==> config.mk <==
export PLATFORM = sky130hd
export DESIGN_NAME = sensor_sample_linearize_average
export DESIGN_NICKNAME = d
export VERILOG_FILES = /design/src/ssla_pkg.sv /design/src/sensor_sample_linearize_average.sv
export SDC_FILE = /design/constraint.sdc
export NUM_CORES = 2
export LEC_CHECK = 0
export CAP_MARGIN = 20
export CELL_PAD_IN_SITES_DETAIL_PLACEMENT = 0
export CELL_PAD_IN_SITES_GLOBAL_PLACEMENT = 1
export CORE_MARGIN = 2
export CORE_UTILIZATION = 57
export DETAILED_ROUTE_END_ITERATION = 8
export DONT_BUFFER_PORTS = 1
export PLACE_DENSITY_LB_ADDON = 0.05
export SYNTH_ARGS = -nofsm -noshare
export SYNTH_HDL_FRONTEND = slang
export SYNTH_SLANG_ARGS = --single-unit
export TNS_END_PERCENT = 50
==> constraint.sdc <==
create_clock -name clk -period 38 [get_ports clk]
set_input_delay 1.9 -clock clk [delete_from_list [all_inputs] [get_ports clk]]
set_output_delay 1.9 -clock clk [all_outputs]
set_load 0.05 [all_outputs]
==> src/ssla_pkg.sv <==
`timescale 1ns / 1ps

package ssla_pkg;

  localparam int RING_DEPTH = 16;
  localparam int CAL_POINTS = 7;

  localparam int SMP_W    = 10;
  localparam int DEN_W    = 10;
  localparam int KX_W     = 12;
  localparam int DELTAS_W = 56;
  localparam int SEGS     = DELTAS_W / 8;
  localparam int POS_W    = $clog2(RING_DEPTH);
  localparam int ADDR_W   = POS_W + 1;
  localparam int FILL_W   = $clog2(RING_DEPTH + 1);
  localparam int SUM_W    = 16 + POS_W + 1;
  localparam int DIV_W    = (SUM_W > 22) ? SUM_W : 22;
  localparam int CNT_W    = $clog2(DIV_W + 1);
  localparam int IDX_W    = $clog2(CAL_POINTS);
  localparam int PROD_W   = KX_W + DEN_W + 2;
  localparam int T_W      = DIV_W + 4;
  localparam int FAC_W    = $clog2(CAL_POINTS + 2);
  localparam int CFG_IDX_W = 3;

  localparam int MV_DIVIDEND = 1126400;
  localparam int MV_MAX      = 32767;
  localparam int MV_MIN      = MV_DIVIDEND / (MV_MAX + 1) + 1;

  localparam logic [1:0] STS_ADVANCED = 2'd0;
  localparam logic [1:0] STS_NOISE    = 2'd1;
  localparam logic [1:0] STS_DONE     = 2'd2;
  localparam logic [1:0] STS_IGNORED  = 2'd3;

  localparam logic [CFG_IDX_W-1:0] CFG_NOISE_TOL   = 3'd0;
  localparam logic [CFG_IDX_W-1:0] CFG_CAL_BASE    = 3'd1;
  localparam logic [CFG_IDX_W-1:0] CFG_CAL_STEP    = 3'd2;
  localparam logic [CFG_IDX_W-1:0] CFG_CAL_DELTAS  = 3'd3;
  localparam logic [CFG_IDX_W-1:0] CFG_ROOM_OFFSET = 3'd4;

  function automatic logic [7:0] seg_len(input logic [DELTAS_W-1:0] deltas, input int k);
    logic [7:0] len;
    len = 8'd0;
    if (k < SEGS) len = deltas[8*k +: 8];
    return len;
  endfunction

endpackage

==> src/sensor_sample_linearize_average.sv <==
`timescale 1ns / 1ps

// Measurement sequencer for 10-bit converter samples: a start transaction (tuser 0) opens a
// cycle on the battery channel, conversions (tuser 1) walk it through discard, reference and
// confirm steps, and every transaction returns exactly one result carrying status, the channel
// for the next conversion, both running averages and the last temperature. Confirmed battery
// and temperature samples pass through the shared one-bit-per-cycle divider that forms
// millivolts, the segment interpolation and the ring averages; start, ignored, reference and
// noisy conversions do not use it. Both rings sit in one memory with a registered read port,
// cleared at reset by per-entry valid bits, so the block is ready right out of reset.
module sensor_sample_linearize_average
  import ssla_pkg::*;
(
  input  logic                 clk,
  input  logic                 rst_n,
  input  logic                 in_tvalid,
  output logic                 in_tready,
  input  logic [15:0]          in_tdata,   // [9:0] sample
  input  logic                 in_tuser,   // [0] action
  output logic                 out_tvalid,
  input  logic                 out_tready,
  // [1:0] status, [2] channel, [17:3] battery_average, [33:18] temp_avg,
  // [49:34] last_temperature
  output logic [55:0]          out_tdata,
  input  logic                 cfg_valid,
  output logic                 cfg_ready,
  input  logic [CFG_IDX_W-1:0] cfg_addr,
  input  logic [DELTAS_W-1:0]  cfg_data
);

  typedef enum logic [8:0] {
    ST_IDLE  = 9'b000000001,
    ST_SEG   = 9'b000000010,
    ST_MUL   = 9'b000000100,
    ST_TDIV  = 9'b000001000,
    ST_TFIN  = 9'b000010000,
    ST_RD    = 9'b000100000,
    ST_DIV   = 9'b001000000,
    ST_DDONE = 9'b010000000,
    ST_OUT   = 9'b100000000
  } state_t;

  typedef enum logic [1:0] {
    DU_MV   = 2'd0,
    DU_TEMP = 2'd1,
    DU_AVG  = 2'd2
  } div_use_t;

  localparam logic [2:0] STEP_IDLE    = 3'd0;
  localparam logic [2:0] STEP_DISCARD = 3'd1;
  localparam logic [2:0] STEP_BREF    = 3'd2;
  localparam logic [2:0] STEP_BCHK    = 3'd3;
  localparam logic [2:0] STEP_TREF    = 3'd4;
  localparam logic [2:0] STEP_TCHK    = 3'd5;

  state_t st_r;
  div_use_t du_r;

  logic [7:0]          noise_tol_r;
  logic [9:0]          cal_base_r;
  logic [9:0]          cal_step_r;
  logic [DELTAS_W-1:0] cal_deltas_r;
  logic [7:0]          room_offset_r;

  logic [2:0]              step_r;
  logic [SMP_W:0]          ref_r;
  logic [SMP_W-1:0]        smp_r;
  logic [1:0]              sts_r;
  logic                    chan_r;
  logic                    ring_ch_r;
  logic [POS_W-1:0]        pos_r;
  logic [FILL_W-1:0]       fill_r;
  logic signed [SUM_W-1:0] bsum_r;
  logic signed [SUM_W-1:0] tsum_r;
  logic [14:0]             bavg_r;
  logic signed [15:0]      tavg_r;
  logic signed [15:0]      last_r;
  logic signed [15:0]      val_r;

  logic [KX_W-1:0]          kx_r;
  logic [IDX_W-1:0]         idx_r;
  logic [7:0]               d_r;
  logic signed [PROD_W-1:0] prod_r;
  logic signed [DIV_W:0]    qs_r;

  logic [DIV_W-1:0] div_q_r;
  logic [DEN_W-1:0] div_rem_r;
  logic [DEN_W-1:0] div_den_r;
  logic             div_neg_r;
  logic [CNT_W-1:0] div_cnt_r;

  logic [15:0]             mem [2**ADDR_W];
  logic [2**ADDR_W-1:0]    vld_r;
  logic [15:0]             rd_r;
  logic                    rd_vld_r;

  logic                 out_tvalid_r;
  logic [55:0]          out_tdata_r;

  // ---------------------------------------------------------------- combinational
  logic             in_acc;
  logic [SMP_W-1:0] smp_in;
  logic [SMP_W:0]   ndiff;
  logic [SMP_W:0]   nabs;
  logic             noisy;
  logic             mem_re;
  logic             mem_we;
  logic [ADDR_W-1:0] mem_addr;
  logic             out_free;

  assign in_tready  = (st_r == ST_IDLE);
  assign in_acc     = in_tvalid && in_tready;
  assign smp_in     = in_tdata[SMP_W-1:0];
  assign ndiff      = {1'b0, smp_in} - ref_r;
  assign nabs       = ndiff[SMP_W] ? (~ndiff + 1'b1) : ndiff;
  assign noisy      = nabs > {{(SMP_W-7){1'b0}}, noise_tol_r};
  assign cfg_ready  = 1'b1;
  assign out_tvalid = out_tvalid_r;
  assign out_tdata  = out_tdata_r;
  assign out_free   = !out_tvalid_r || out_tready;

  assign mem_re   = (in_acc && in_tuser && step_r == STEP_BCHK && !noisy) || (st_r == ST_TFIN);
  assign mem_we   = (st_r == ST_RD);
  assign mem_addr = (st_r == ST_IDLE) ? {1'b0, pos_r} : {ring_ch_r, pos_r};

  // segment search
  logic [KX_W-1:0]  kx_c;
  logic [IDX_W-1:0] idx_c;
  logic             found_c;
  always_comb begin
    kx_c    = KX_W'(cal_base_r) + KX_W'(seg_len(cal_deltas_r, 0));
    idx_c   = IDX_W'(CAL_POINTS - 1);
    found_c = 1'b0;
    for (int j = 1; j < CAL_POINTS - 1; j++) begin
      if (!found_c) begin
        if (KX_W'(smp_r) < kx_c + KX_W'(seg_len(cal_deltas_r, j))) begin
          found_c = 1'b1;
          idx_c   = IDX_W'(j);
        end else begin
          kx_c = kx_c + KX_W'(seg_len(cal_deltas_r, j));
        end
      end
    end
  end

  logic signed [KX_W:0] diff_c;
  assign diff_c = $signed({1'b0, kx_r}) - $signed({{(KX_W+1-SMP_W){1'b0}}, smp_r});

  // final temperature
  logic [FAC_W-1:0]       fac_c;
  logic [FAC_W+DEN_W-1:0] span_c;
  logic signed [T_W-1:0]  off_c;
  logic signed [T_W-1:0]  t_c;
  logic signed [15:0]     tsat_c;
  always_comb begin
    fac_c  = FAC_W'(CAL_POINTS + 1) - FAC_W'(idx_r);
    span_c = (FAC_W+DEN_W)'(fac_c) * (FAC_W+DEN_W)'(cal_step_r);
    off_c  = T_W'($signed(room_offset_r));
    t_c    = T_W'(qs_r) + T_W'($signed({1'b0, span_c})) + (off_c <<< 3) + (off_c <<< 1);
    if (t_c > T_W'(32767))       tsat_c = 16'sh7FFF;
    else if (t_c < T_W'(-32768)) tsat_c = -16'sh8000;
    else                         tsat_c = 16'(t_c);
  end

  // ring sum update
  logic signed [15:0]      old_c;
  logic signed [SUM_W:0]   sumw_c;
  logic signed [SUM_W-1:0] sum_c;
  logic signed [SUM_W-1:0] smag_c;
  always_comb begin
    old_c  = rd_vld_r ? $signed(rd_r) : 16'sd0;
    sumw_c = (SUM_W+1)'(ring_ch_r ? tsum_r : bsum_r) + (SUM_W+1)'(val_r) - (SUM_W+1)'(old_c);
    sum_c  = SUM_W'(sumw_c);
    smag_c = sum_c[SUM_W-1] ? -sum_c : sum_c;
  end

  logic signed [PROD_W-1:0] pmag_c;
  assign pmag_c = prod_r[PROD_W-1] ? -prod_r : prod_r;

  // restoring divider step
  logic [DEN_W:0]        rsh_c;
  logic                  ge_c;
  logic [DEN_W:0]        rsub_c;
  logic signed [DIV_W:0] qs_c;
  assign rsh_c  = {div_rem_r, div_q_r[DIV_W-1]};
  assign ge_c   = rsh_c >= {1'b0, div_den_r};
  assign rsub_c = rsh_c - {1'b0, div_den_r};
  assign qs_c   = div_neg_r ? -$signed({1'b0, div_q_r}) : $signed({1'b0, div_q_r});

  // ---------------------------------------------------------------- ring memory
  always_ff @(posedge clk) begin
    if (mem_we) mem[mem_addr] <= val_r;
    if (mem_re) rd_r <= mem[mem_addr];
  end

  always_ff @(posedge clk) begin
    if (!rst_n) begin
      vld_r    <= '0;
      rd_vld_r <= 1'b0;
    end else begin
      if (mem_we) vld_r[mem_addr] <= 1'b1;
      if (mem_re) rd_vld_r <= vld_r[mem_addr];
    end
  end

  // ---------------------------------------------------------------- configuration
  always_ff @(posedge clk) begin
    if (!rst_n) begin
      noise_tol_r   <= 8'd3;
      cal_base_r    <= 10'd256;
      cal_step_r    <= 10'd500;
      cal_deltas_r  <= 56'd18085043209519168;
      room_offset_r <= 8'd0;
    end else if (cfg_valid) begin
      case (cfg_addr)
        CFG_NOISE_TOL:   noise_tol_r   <= cfg_data[7:0];
        CFG_CAL_BASE:    cal_base_r    <= cfg_data[9:0];
        CFG_CAL_STEP:    cal_step_r    <= cfg_data[9:0];
        CFG_CAL_DELTAS:  cal_deltas_r  <= cfg_data;
        CFG_ROOM_OFFSET: room_offset_r <= cfg_data[7:0];
        default: ;
      endcase
    end
  end

  // ---------------------------------------------------------------- sequencer
  always_ff @(posedge clk) begin
    if (!rst_n) begin
      st_r         <= ST_IDLE;
      du_r         <= DU_MV;
      step_r       <= STEP_IDLE;
      ref_r        <= '0;
      pos_r        <= '0;
      fill_r       <= FILL_W'(1);
      bsum_r       <= '0;
      tsum_r       <= '0;
      bavg_r       <= '0;
      tavg_r       <= '0;
      last_r       <= '0;
      out_tvalid_r <= 1'b0;
      div_den_r    <= DEN_W'(1);
    end else begin
      if (out_tvalid_r && out_tready && st_r != ST_OUT) out_tvalid_r <= 1'b0;
      case (st_r)
        ST_IDLE: begin
          if (in_acc) begin
            if (!in_tuser) begin
              step_r <= STEP_DISCARD;
              sts_r  <= STS_ADVANCED;
              chan_r <= 1'b0;
              st_r   <= ST_OUT;
            end else begin
              case (step_r)
                STEP_DISCARD: begin
                  step_r <= STEP_BREF;
                  sts_r  <= STS_ADVANCED;
                  chan_r <= 1'b0;
                  st_r   <= ST_OUT;
                end
                STEP_BREF: begin
                  ref_r  <= {1'b0, smp_in};
                  step_r <= STEP_BCHK;
                  sts_r  <= STS_ADVANCED;
                  chan_r <= 1'b0;
                  st_r   <= ST_OUT;
                end
                STEP_BCHK: begin
                  if (noisy) begin
                    ref_r  <= {1'b0, smp_in};
                    sts_r  <= STS_NOISE;
                    chan_r <= 1'b0;
                    st_r   <= ST_OUT;
                  end else begin
                    step_r    <= STEP_TREF;
                    sts_r     <= STS_ADVANCED;
                    chan_r    <= 1'b1;
                    ring_ch_r <= 1'b0;
                    if (smp_in < SMP_W'(MV_MIN)) begin
                      val_r <= 16'(MV_MAX);
                      st_r  <= ST_RD;
                    end else begin
                      div_q_r   <= DIV_W'(MV_DIVIDEND);
                      div_rem_r <= '0;
                      div_den_r <= smp_in;
                      div_neg_r <= 1'b0;
                      div_cnt_r <= CNT_W'(DIV_W);
                      du_r      <= DU_MV;
                      st_r      <= ST_DIV;
                    end
                  end
                end
                STEP_TREF: begin
                  ref_r  <= {1'b0, smp_in};
                  step_r <= STEP_TCHK;
                  sts_r  <= STS_ADVANCED;
                  chan_r <= 1'b1;
                  st_r   <= ST_OUT;
                end
                STEP_TCHK: begin
                  if (noisy) begin
                    ref_r  <= {1'b0, smp_in};
                    sts_r  <= STS_NOISE;
                    chan_r <= 1'b1;
                    st_r   <= ST_OUT;
                  end else begin
                    step_r    <= STEP_IDLE;
                    sts_r     <= STS_DONE;
                    chan_r    <= 1'b0;
                    smp_r     <= smp_in;
                    ring_ch_r <= 1'b1;
                    st_r      <= ST_SEG;
                  end
                end
                default: begin
                  step_r <= STEP_IDLE;
                  sts_r  <= STS_IGNORED;
                  chan_r <= 1'b0;
                  st_r   <= ST_OUT;
                end
              endcase
            end
          end
        end
        ST_SEG: begin
          kx_r  <= kx_c;
          idx_r <= idx_c;
          d_r   <= seg_len(cal_deltas_r, int'(idx_c));
          st_r  <= ST_MUL;
        end
        ST_MUL: begin
          prod_r <= PROD_W'(diff_c) * PROD_W'($signed({1'b0, cal_step_r}));
          st_r   <= ST_TDIV;
        end
        ST_TDIV: begin
          if (d_r == 8'd0) begin
            // empty segment interpolates to zero
            qs_r <= '0;
            st_r <= ST_TFIN;
          end else begin
            div_q_r   <= DIV_W'(unsigned'(pmag_c));
            div_rem_r <= '0;
            div_den_r <= DEN_W'(d_r);
            div_neg_r <= prod_r[PROD_W-1];
            div_cnt_r <= CNT_W'(DIV_W);
            du_r      <= DU_TEMP;
            st_r      <= ST_DIV;
          end
        end
        ST_TFIN: begin
          last_r <= tsat_c;
          val_r  <= tsat_c;
          st_r   <= ST_RD;
        end
        ST_RD: begin
          if (ring_ch_r) tsum_r <= sum_c;
          else           bsum_r <= sum_c;
          div_q_r   <= DIV_W'(unsigned'(smag_c));
          div_rem_r <= '0;
          div_den_r <= DEN_W'(fill_r);
          div_neg_r <= sum_c[SUM_W-1];
          div_cnt_r <= CNT_W'(DIV_W);
          du_r      <= DU_AVG;
          st_r      <= ST_DIV;
        end
        ST_DIV: begin
          div_q_r   <= {div_q_r[DIV_W-2:0], ge_c};
          div_rem_r <= ge_c ? rsub_c[DEN_W-1:0] : rsh_c[DEN_W-1:0];
          div_cnt_r <= div_cnt_r - 1'b1;
          if (div_cnt_r == CNT_W'(1)) st_r <= ST_DDONE;
        end
        ST_DDONE: begin
          case (du_r)
            DU_MV: begin
              val_r <= 16'(div_q_r);
              st_r  <= ST_RD;
            end
            DU_TEMP: begin
              qs_r <= qs_c;
              st_r <= ST_TFIN;
            end
            default: begin
              if (ring_ch_r) begin
                tavg_r <= 16'(qs_c);
                pos_r  <= (pos_r == POS_W'(RING_DEPTH - 1)) ? '0 : pos_r + 1'b1;
                if (fill_r < FILL_W'(RING_DEPTH)) fill_r <= fill_r + 1'b1;
              end else begin
                bavg_r <= 15'(div_q_r);
              end
              st_r <= ST_OUT;
            end
          endcase
        end
        ST_OUT: begin
          if (out_free) begin
            out_tdata_r  <= {6'd0, last_r, tavg_r, bavg_r, chan_r, sts_r};
            out_tvalid_r <= 1'b1;
            st_r         <= ST_IDLE;
          end
        end
        default: st_r <= ST_IDLE;
      endcase
    end
  end

  // ---------------------------------------------------------------- checks
  a_div_den: assert property (@(posedge clk) disable iff (!rst_n)
    (st_r == ST_DIV) |-> (div_den_r != '0))
    else $error("divider running with zero divisor");

  a_fill: assert property (@(posedge clk) disable iff (!rst_n)
    (fill_r != '0) && (fill_r <= FILL_W'(RING_DEPTH)))
    else $error("ring fill out of range");

  a_one_item: assert property (@(posedge clk) disable iff (!rst_n)
    (in_tvalid && in_tready) |=> !in_tready)
    else $error("second transaction taken while one is in work");

  a_step: assert property (@(posedge clk) disable iff (!rst_n)
    step_r <= STEP_TCHK)
    else $error("sequence step out of range");

endmodule

After elaboration in Yosys (flattened, before gate mapping)
Memory sizes are Yosys's and may differ from the RTL's. A register that Yosys moved wholly into a read port is not among the register bits.
Index checks and enable logic that the tools add are counted.
- flip-flop bits (word level): 447
- memory bits (writable): 512
- input port bits: 81
- output and inout port bits: 59
- word-level logic and storage cells: 308
- memories kept: 1
- $add $sub $neg: 27
- multiply operators: 2
- magnitude comparators: 14
- equal/unequal tests: 39
- shifts and indexed selects: 1
- mux-type cells: 136
- bitwise logic cells: 5
- reduce and logical (&&, ||, !) cells: 48
- memories (memory ; words ; width ; rd ports ; clocked after Yosys merged registers in ; write ports ; line ; RTL):
    mem ; 32 ; 16 ; 1 ; 1 ; 1 ; sensor_sample_linearize_average.sv:92 ; logic [15:0] mem [2**ADDR_W];
- operators by type and width (cell ; count):
    22-bit two-way mux ; 7
    16-bit two-way mux ; 9
    10-bit two-way mux ; 13
    12-bit two-way mux ; 9
    8-bit two-way mux ; 13
    12-bit by 8-bit adder with 12-bit output ; 8
    22-bit one-hot mux with 4 select lines ; 1
    9-bit one-hot mux with 9 select lines ; 1
    23-bit two-way mux ; 3
    10-bit by 12-bit < comparator with 1-bit output ; 5
    56-bit by 7-bit indexed part select with 8-bit output ; 1
    9-bit two-way mux ; 6
    16-bit one-hot mux with 3 select lines ; 1
    23-bit one-hot mux with 2 select lines ; 1
    21-bit two-way mux ; 2
    10-bit one-hot mux with 4 select lines ; 1
    3-bit two-way mux ; 12
    9-bit one-hot mux with 2 select lines ; 2
    5-bit two-way mux ; 7
    32-bit bitwise OR ; 1
    10-bit one-hot mux with 3 select lines ; 1
    25-bit by 9-bit adder with 26-bit output ; 1
    26-bit by 16-bit greater-than comparator with 1-bit output, second input constant ; 1
    26-bit by 16-bit < comparator with 1-bit output, second input constant ; 1
    other kinds (78) ; 165

Depth between registers and ports, before layout
- depth after elaboration: 34
- mapped depth: 99
- gate-level depth less buffers: 96

Worst setup path before layout
No wires, ideal clock.
- kind: register -> register
- start: register cal_base_r[0]
- end: register d_r[6], data pin
- setup time: 268 ps
- arrival: 17660 ps
- data required time: 37732 ps
- setup slack: 20072 ps
- stages on the path, launching flop included: 97
- buffers on the path: 5
- clock period less this slack: 17928 ps
- cells stage by stage: dfxtp_1 ha_1 fa_1 a21o_1 a21oi_1 xnor2_1 ha_1 o21ai_0 o21ba_2 o21ai_0 nand2b_1 xnor2_1 ha_1 a21o_1 a21o_1 a221oi_2 nor2_1 o21ai_1 [... 61 more ...] a21oi_1 nand2_1 a21o_1 a21o_1 xnor2_1 ha_1 a21o_1 a21o_1 a21oi_1 o21ai_0 a21o_1 a21oi_1 nor2_1 and2_1 clkbuf_1 a32o_2 a32oi_1 o31ai_2
- cells in the longest elaborated chain, start to end: 21
- elaborated cells between the ends (all ways): 40
- classes of those cells: 10 x add/sub; 6 x order compare; 1 x shift; 23 x mux
- ends and longest elaborated chain (item ; line ; RTL):
    start: declaration ; sensor_sample_linearize_average.sv:60 ; logic [9:0] cal_base_r;
    start signal: assignment ; sensor_sample_linearize_average.sv:217 ; CFG_CAL_BASE: cal_base_r <= cfg_data[9:0];
    10-bit by 8-bit adder with 11-bit output * ; sensor_sample_linearize_average.sv:131 ; kx_c = KX_W'(cal_base_r) + KX_W'(seg_len(cal_deltas_r, 0));
    11-bit by 8-bit adder with 12-bit output ; sensor_sample_linearize_average.sv:136 ; if (KX_W'(smp_r) < kx_c + KX_W'(seg_len(cal_deltas_r, j))) begin
    10-bit by 12-bit < comparator with 1-bit output ; sensor_sample_linearize_average.sv:136 ;
    12-bit two-way mux ; sensor_sample_linearize_average.sv:136 ;
    12-bit by 8-bit adder with 12-bit output ; sensor_sample_linearize_average.sv:136 ;
    10-bit by 12-bit < comparator with 1-bit output ; sensor_sample_linearize_average.sv:136 ;
    12-bit two-way mux ; sensor_sample_linearize_average.sv:136 ;
    12-bit two-way mux ; sensor_sample_linearize_average.sv:135 ; if (!found_c) begin
    [... 5 more ...] ; n/a ;
    10-bit by 12-bit < comparator with 1-bit output ; sensor_sample_linearize_average.sv:136 ;
    12-bit two-way mux ; sensor_sample_linearize_average.sv:136 ;
    12-bit two-way mux ; sensor_sample_linearize_average.sv:135 ;
    12-bit by 8-bit adder with 12-bit output ; sensor_sample_linearize_average.sv:136 ;
    10-bit by 12-bit < comparator with 1-bit output ; sensor_sample_linearize_average.sv:136 ;
    3-bit two-way mux ; sensor_sample_linearize_average.sv:136 ;
    3-bit two-way mux * ; sensor_sample_linearize_average.sv:135 ;
    56-bit by 7-bit indexed part select with 8-bit output or 3-bit < comparator (tied branches) ; ssla_pkg.sv:43 ; if (k < SEGS) len = deltas[8*k +: 8];
    end signal: assignment ; sensor_sample_linearize_average.sv:327 ; d_r <= seg_len(cal_deltas_r, int'(idx_c));
    end: declaration ; sensor_sample_linearize_average.sv:82 ; logic [7:0] d_r;
Mark *: on every way between the ends. The rest lies on a longest branch, timed or not.
A chain may end at the register's enable or synchronous reset.

Worst setup path after layout
- start: register cal_base_r[0]
- end: register d_r[6], data pin
- cells in the longest elaborated chain, start to end: 21
- elaborated cells between the ends (all ways): 40
- classes of those cells: 10 x add/sub; 6 x order compare; 1 x shift; 23 x mux
- ends and longest elaborated chain (item ; line ; RTL):
    10-bit by 8-bit adder with 11-bit output * ; sensor_sample_linearize_average.sv:131 ;
    11-bit by 8-bit adder with 12-bit output ; sensor_sample_linearize_average.sv:136 ;
    10-bit by 12-bit < comparator with 1-bit output ; sensor_sample_linearize_average.sv:136 ;
    12-bit two-way mux ; sensor_sample_linearize_average.sv:136 ;
    12-bit by 8-bit adder with 12-bit output ; sensor_sample_linearize_average.sv:136 ;
    10-bit by 12-bit < comparator with 1-bit output ; sensor_sample_linearize_average.sv:136 ;
    12-bit two-way mux ; sensor_sample_linearize_average.sv:136 ;
    12-bit two-way mux ; sensor_sample_linearize_average.sv:135 ;
    [... 6 more ...] ; n/a ;
    12-bit two-way mux ; sensor_sample_linearize_average.sv:136 ;
    12-bit two-way mux ; sensor_sample_linearize_average.sv:135 ;
    12-bit by 8-bit adder with 12-bit output ; sensor_sample_linearize_average.sv:136 ;
    10-bit by 12-bit < comparator with 1-bit output ; sensor_sample_linearize_average.sv:136 ;
    3-bit two-way mux ; sensor_sample_linearize_average.sv:136 ;
    3-bit two-way mux * ; sensor_sample_linearize_average.sv:135 ;
    named net idx_c[0] ; sensor_sample_linearize_average.sv:128 ; logic [IDX_W-1:0] idx_c;
    56-bit by 7-bit indexed part select with 8-bit output or 3-bit < comparator (tied branches) ; ssla_pkg.sv:43 ;
Mark *: on every way through the listed nets, which the timed path passes. The rest lies on a longest branch.

==> impl_metrics.py <==
metrics = {
    "status": {
        "status": "finished, final reports clean",
    },
    "global_routing": {
        "grt_pass1_wl_mm": 202,
        "grt_pass1_vias": 33229,
        "antenna_found_initial": 3,
        "grt_util_met3": 0.0421,
        "overflow": 0,
        "grt_max_degree": 85,
        "grtUsageMet2": 0.431,
        "grt_use_met1": 0.424,
        "grt-busiest-layer": "met2",
        "grt_util_all_layers": 0.281,
    },
    "drt": {
        "drt-pass1-iter-count": 6,
        "first_iter_violations": 3696,
        "drc": 0,
        "route.vias.total": 35049,
        "drt_wl_total_mm": 134,
        "viasPerCell": 5.87,
        "postRouteAntennaNets": 0,
        "wl_per_cell_um": 22.4,
    },
    "timing": {
        "worst_slew_pin_slew_ps": 1170,
        "setup_viol": 0,
        "finalSetupTns_ps": 0,
        "hold_viol_final": 0,
        "slew-limit-headroom": 0.215,
        "fin_crit_sh": 0.584,
        "finClkSkew_ps": 45.6,
        "min_period_ps": 22190,
        "max_freq_mhz": 45.1,
        "drv_slew": 0,
        "rsz0062_at_grt": "false",
    },
    "critical_path": {
        "crit_path_frequent_cell": "o21ai_0",
        "max_stage_delay_ps": 770,
        "critPathMaxFanout": 31,
        "cp_slowest_cell": "a21boi_0",
        "cp.required_ps": 38430,
        "r2r-start": "cal_base_r[0]",
        "crit_path_end_kind": "register",
        "startpoint": "cal_base_r[0]",
        "cp.arrival_ps": 22620,
        "crit_type": "reg -> reg",
        "worst_setup_path_start_kind": "register",
    },
    "synth": {
        "ys_warn_count": 0,
        "synth_flop_cell": "edfxtp_1",
        "postSynthAreaPerCell_sq_um": 11.5,
        "synth_cell_types": 102,
        "ys_seq_area_frac": 0.500,
        "synth_edf_count": 715,
        "syn_inst": 4619,
        "ys_seq_elements": 973,
        "synthArstFlopShare": 0,
        "synth.cell_area_sq_um": 53300,
    },
    "pwr": {
        "p_clk_frac": 0.378,
        "pwr_density_cell_nw_per_um2": 46.2,
        "leakage_nw": 22.0,
        "ir_drop_uv": 42.4,
        "p_int_mw": 1.91,
        "power.share.switching": 0.291,
        "power_frac_comb": 0.183,
        "p_switching_uw": 786,
        "seqPwrFrac": 0.439,
    },
    "cts": {
        "clk_latency_ps": 710,
        "cts_hold_buffers": 0,
        "clk_pin_slew_ps": 60,
        "cts-root-buf": "clkbuf_16",
        "cts.htree.levels": 3,
        "cts_tree": "done",
        "clkSinkCount": 973,
        "post_cts_resized": 0,
        "numCtsBuffers": 99,
        "cts_setup_buffers": 0,
        "clock_path_buffers": 3,
    },
    "final_layout": {
        "postLayoutCellArea_sq_um": 58500,
        "syn2layout_area_growth_pct": 9.69,
        "final_net_count": 5182,
        "finalNonFillerCells": 5968,
        "drive_gt1_frac": 0.102,
    },
    "placed_design": {
        "dp.cells": 5779,
        "placed_area_sq_um": 55000,
        "hpwlAfterDp_mm": 93.7,
        "portBuffers": 0,
        "gp_congestion": 0.887,
    },
    "floorplanning": {
        "core.rowCount": 112,
        "io_pins": 140,
        "core_sq_um": 93000,
        "die_area_sq_um": 96000,
        "die_width_um": 310,
        "start_util": 0.573,
        "die_h_um": 310,
    },
    "worst_hold_path": {
        "hp-class": "reg -> reg",
        "min_from": "last_r[15]",
    },
    "job": {
        "max-cap-violations": 0,
    },
}
-- layout make-up --
| cell class | count | area (sq um) |
|---|---|---|
| fillers | 7439 | 34600 |
| multi-input cells | 3061 | 24500 |
| inverters | 394 | 1490 |
| diodes | 2 | 5.00 |
| repair buffers | 98 | 776 |
| clock inverters | 62 | 749 |
| clock buffers | 124 | 2700 |
| flip-flops and latches | 973 | 26600 |
| well taps | 1254 | 1570 |
-- metrics by stage --
| step | hold WS [ps] | total power, mW | utilization | worst slack, ps |
|---|---|---|---|---|
| finish | 415 | 2.70 | 0.628 | 15810 |
| global route | 421 | 2.81 | 0.628 | 13960 |
| CTS | 416 | 2.71 | 0.628 | 16060 |
| detailed placement | 406 | 1.69 | 0.591 | 16180 |
| global placement | 405 | 1.69 | 0.591 | 16360 |
| floorplan | 400 | 1.53 | - | 20070 |
-- kinds of logic after synthesis --
family / synth area share
flip-flops: 0.500
AO/OA/AOI/OAI: 0.101
adder cells (fa/ha/maj): 0.138
multiplexers: 0.0693
buffers and inverters: 0.0427
other: 0.000141
AND/OR/NAND/NOR: 0.115
XOR/XNOR: 0.0337
-- state kept, by name, summed over array words and instances (netlist names), 16 cells and up --
register	flops
div_q_r	22
val_r	16
bsum_r	21
qs_r	23
prod_r	23
out_tdata	50
cal_deltas_r	56
vld_r	32
tavg_r	16
mem	512
last_r	16
rd_r	16
tsum_r	21
-- Yosys cell counts, types with 61 or more instances --
cell type    n  area share
dfxtp_1    258       0.097
nor2_1     396       0.028
and2_1     108       0.013
o21ai_0    157       0.015
xnor2_1    117       0.019
a22oi_1     87       0.012
clkbuf_1   164       0.012
ha_1       287       0.067
fa_1       187       0.070
a21oi_1    273       0.026
xor2_1      88       0.014
nand2_1    475       0.033
mux4_2     136       0.057
edfxtp_1   715        0.40
a21o_1      61      0.0086
inv_1      392       0.028
-- layout by cell type (no fill, tap or decap), types with 38 or more instances in the layout --
cell / n
and2_1: 108
nand4_1: 44
edfxtp_1: 715
dfxtp_1: 256
inv_1: 391
clkbuf_16: 103
nor2_1: 394
nand2b_1: 40
mux2i_1: 43
fa_1: 187
xor2_1: 88
nand3_1: 52
nor3_1: 48
nand2_1: 475
buf_4: 96
a211oi_1: 38
a21oi_1: 273
a22oi_1: 87
a21o_1: 61
mux4_2: 136
ha_1: 287
xnor2_1: 117
o21ai_0: 157
-- worst paths after layout --
path	end	slack, ps	cells past startpoint
setup / recovery	d_r[6]	15810	97
hold / removal	out_tdata[49]	410	0
setup reg to reg	d_r[6]	15810	97
hold reg to reg	out_tdata[49]	410	0
-- metal layers --
metal	wire (um)	up-vias
met3	10400	153
li1	-	16488
met1	60000	17263
met2	60700	1145
met4	2620	0
met5	0	-
-- critical path, delay by kind of cell (launching register included) --
kind / cells / cell delay, ps
compound gates: 49 / 11490
fa+ha+maj: 13 / 3780
simple gates: 21 / 3190
buf+inv: 7 / 1510
xor+xnor: 5 / 1050
mux: 2 / 540
flops: 1 / 310
-- power by group through the flow --
stage,Clock (mW),Combinational [mW],Sequential (mW)
2_1_floorplan,0,0.334,1.20
3_3_place_gp,0,0.482,1.21
3_5_place_dp,0,0.487,1.21
4_1_cts,1.04,0.491,1.18
5_1_grt,1.08,0.546,1.19
6_report,1.02,0.495,1.19
Power figures use the tool's default switching activity.
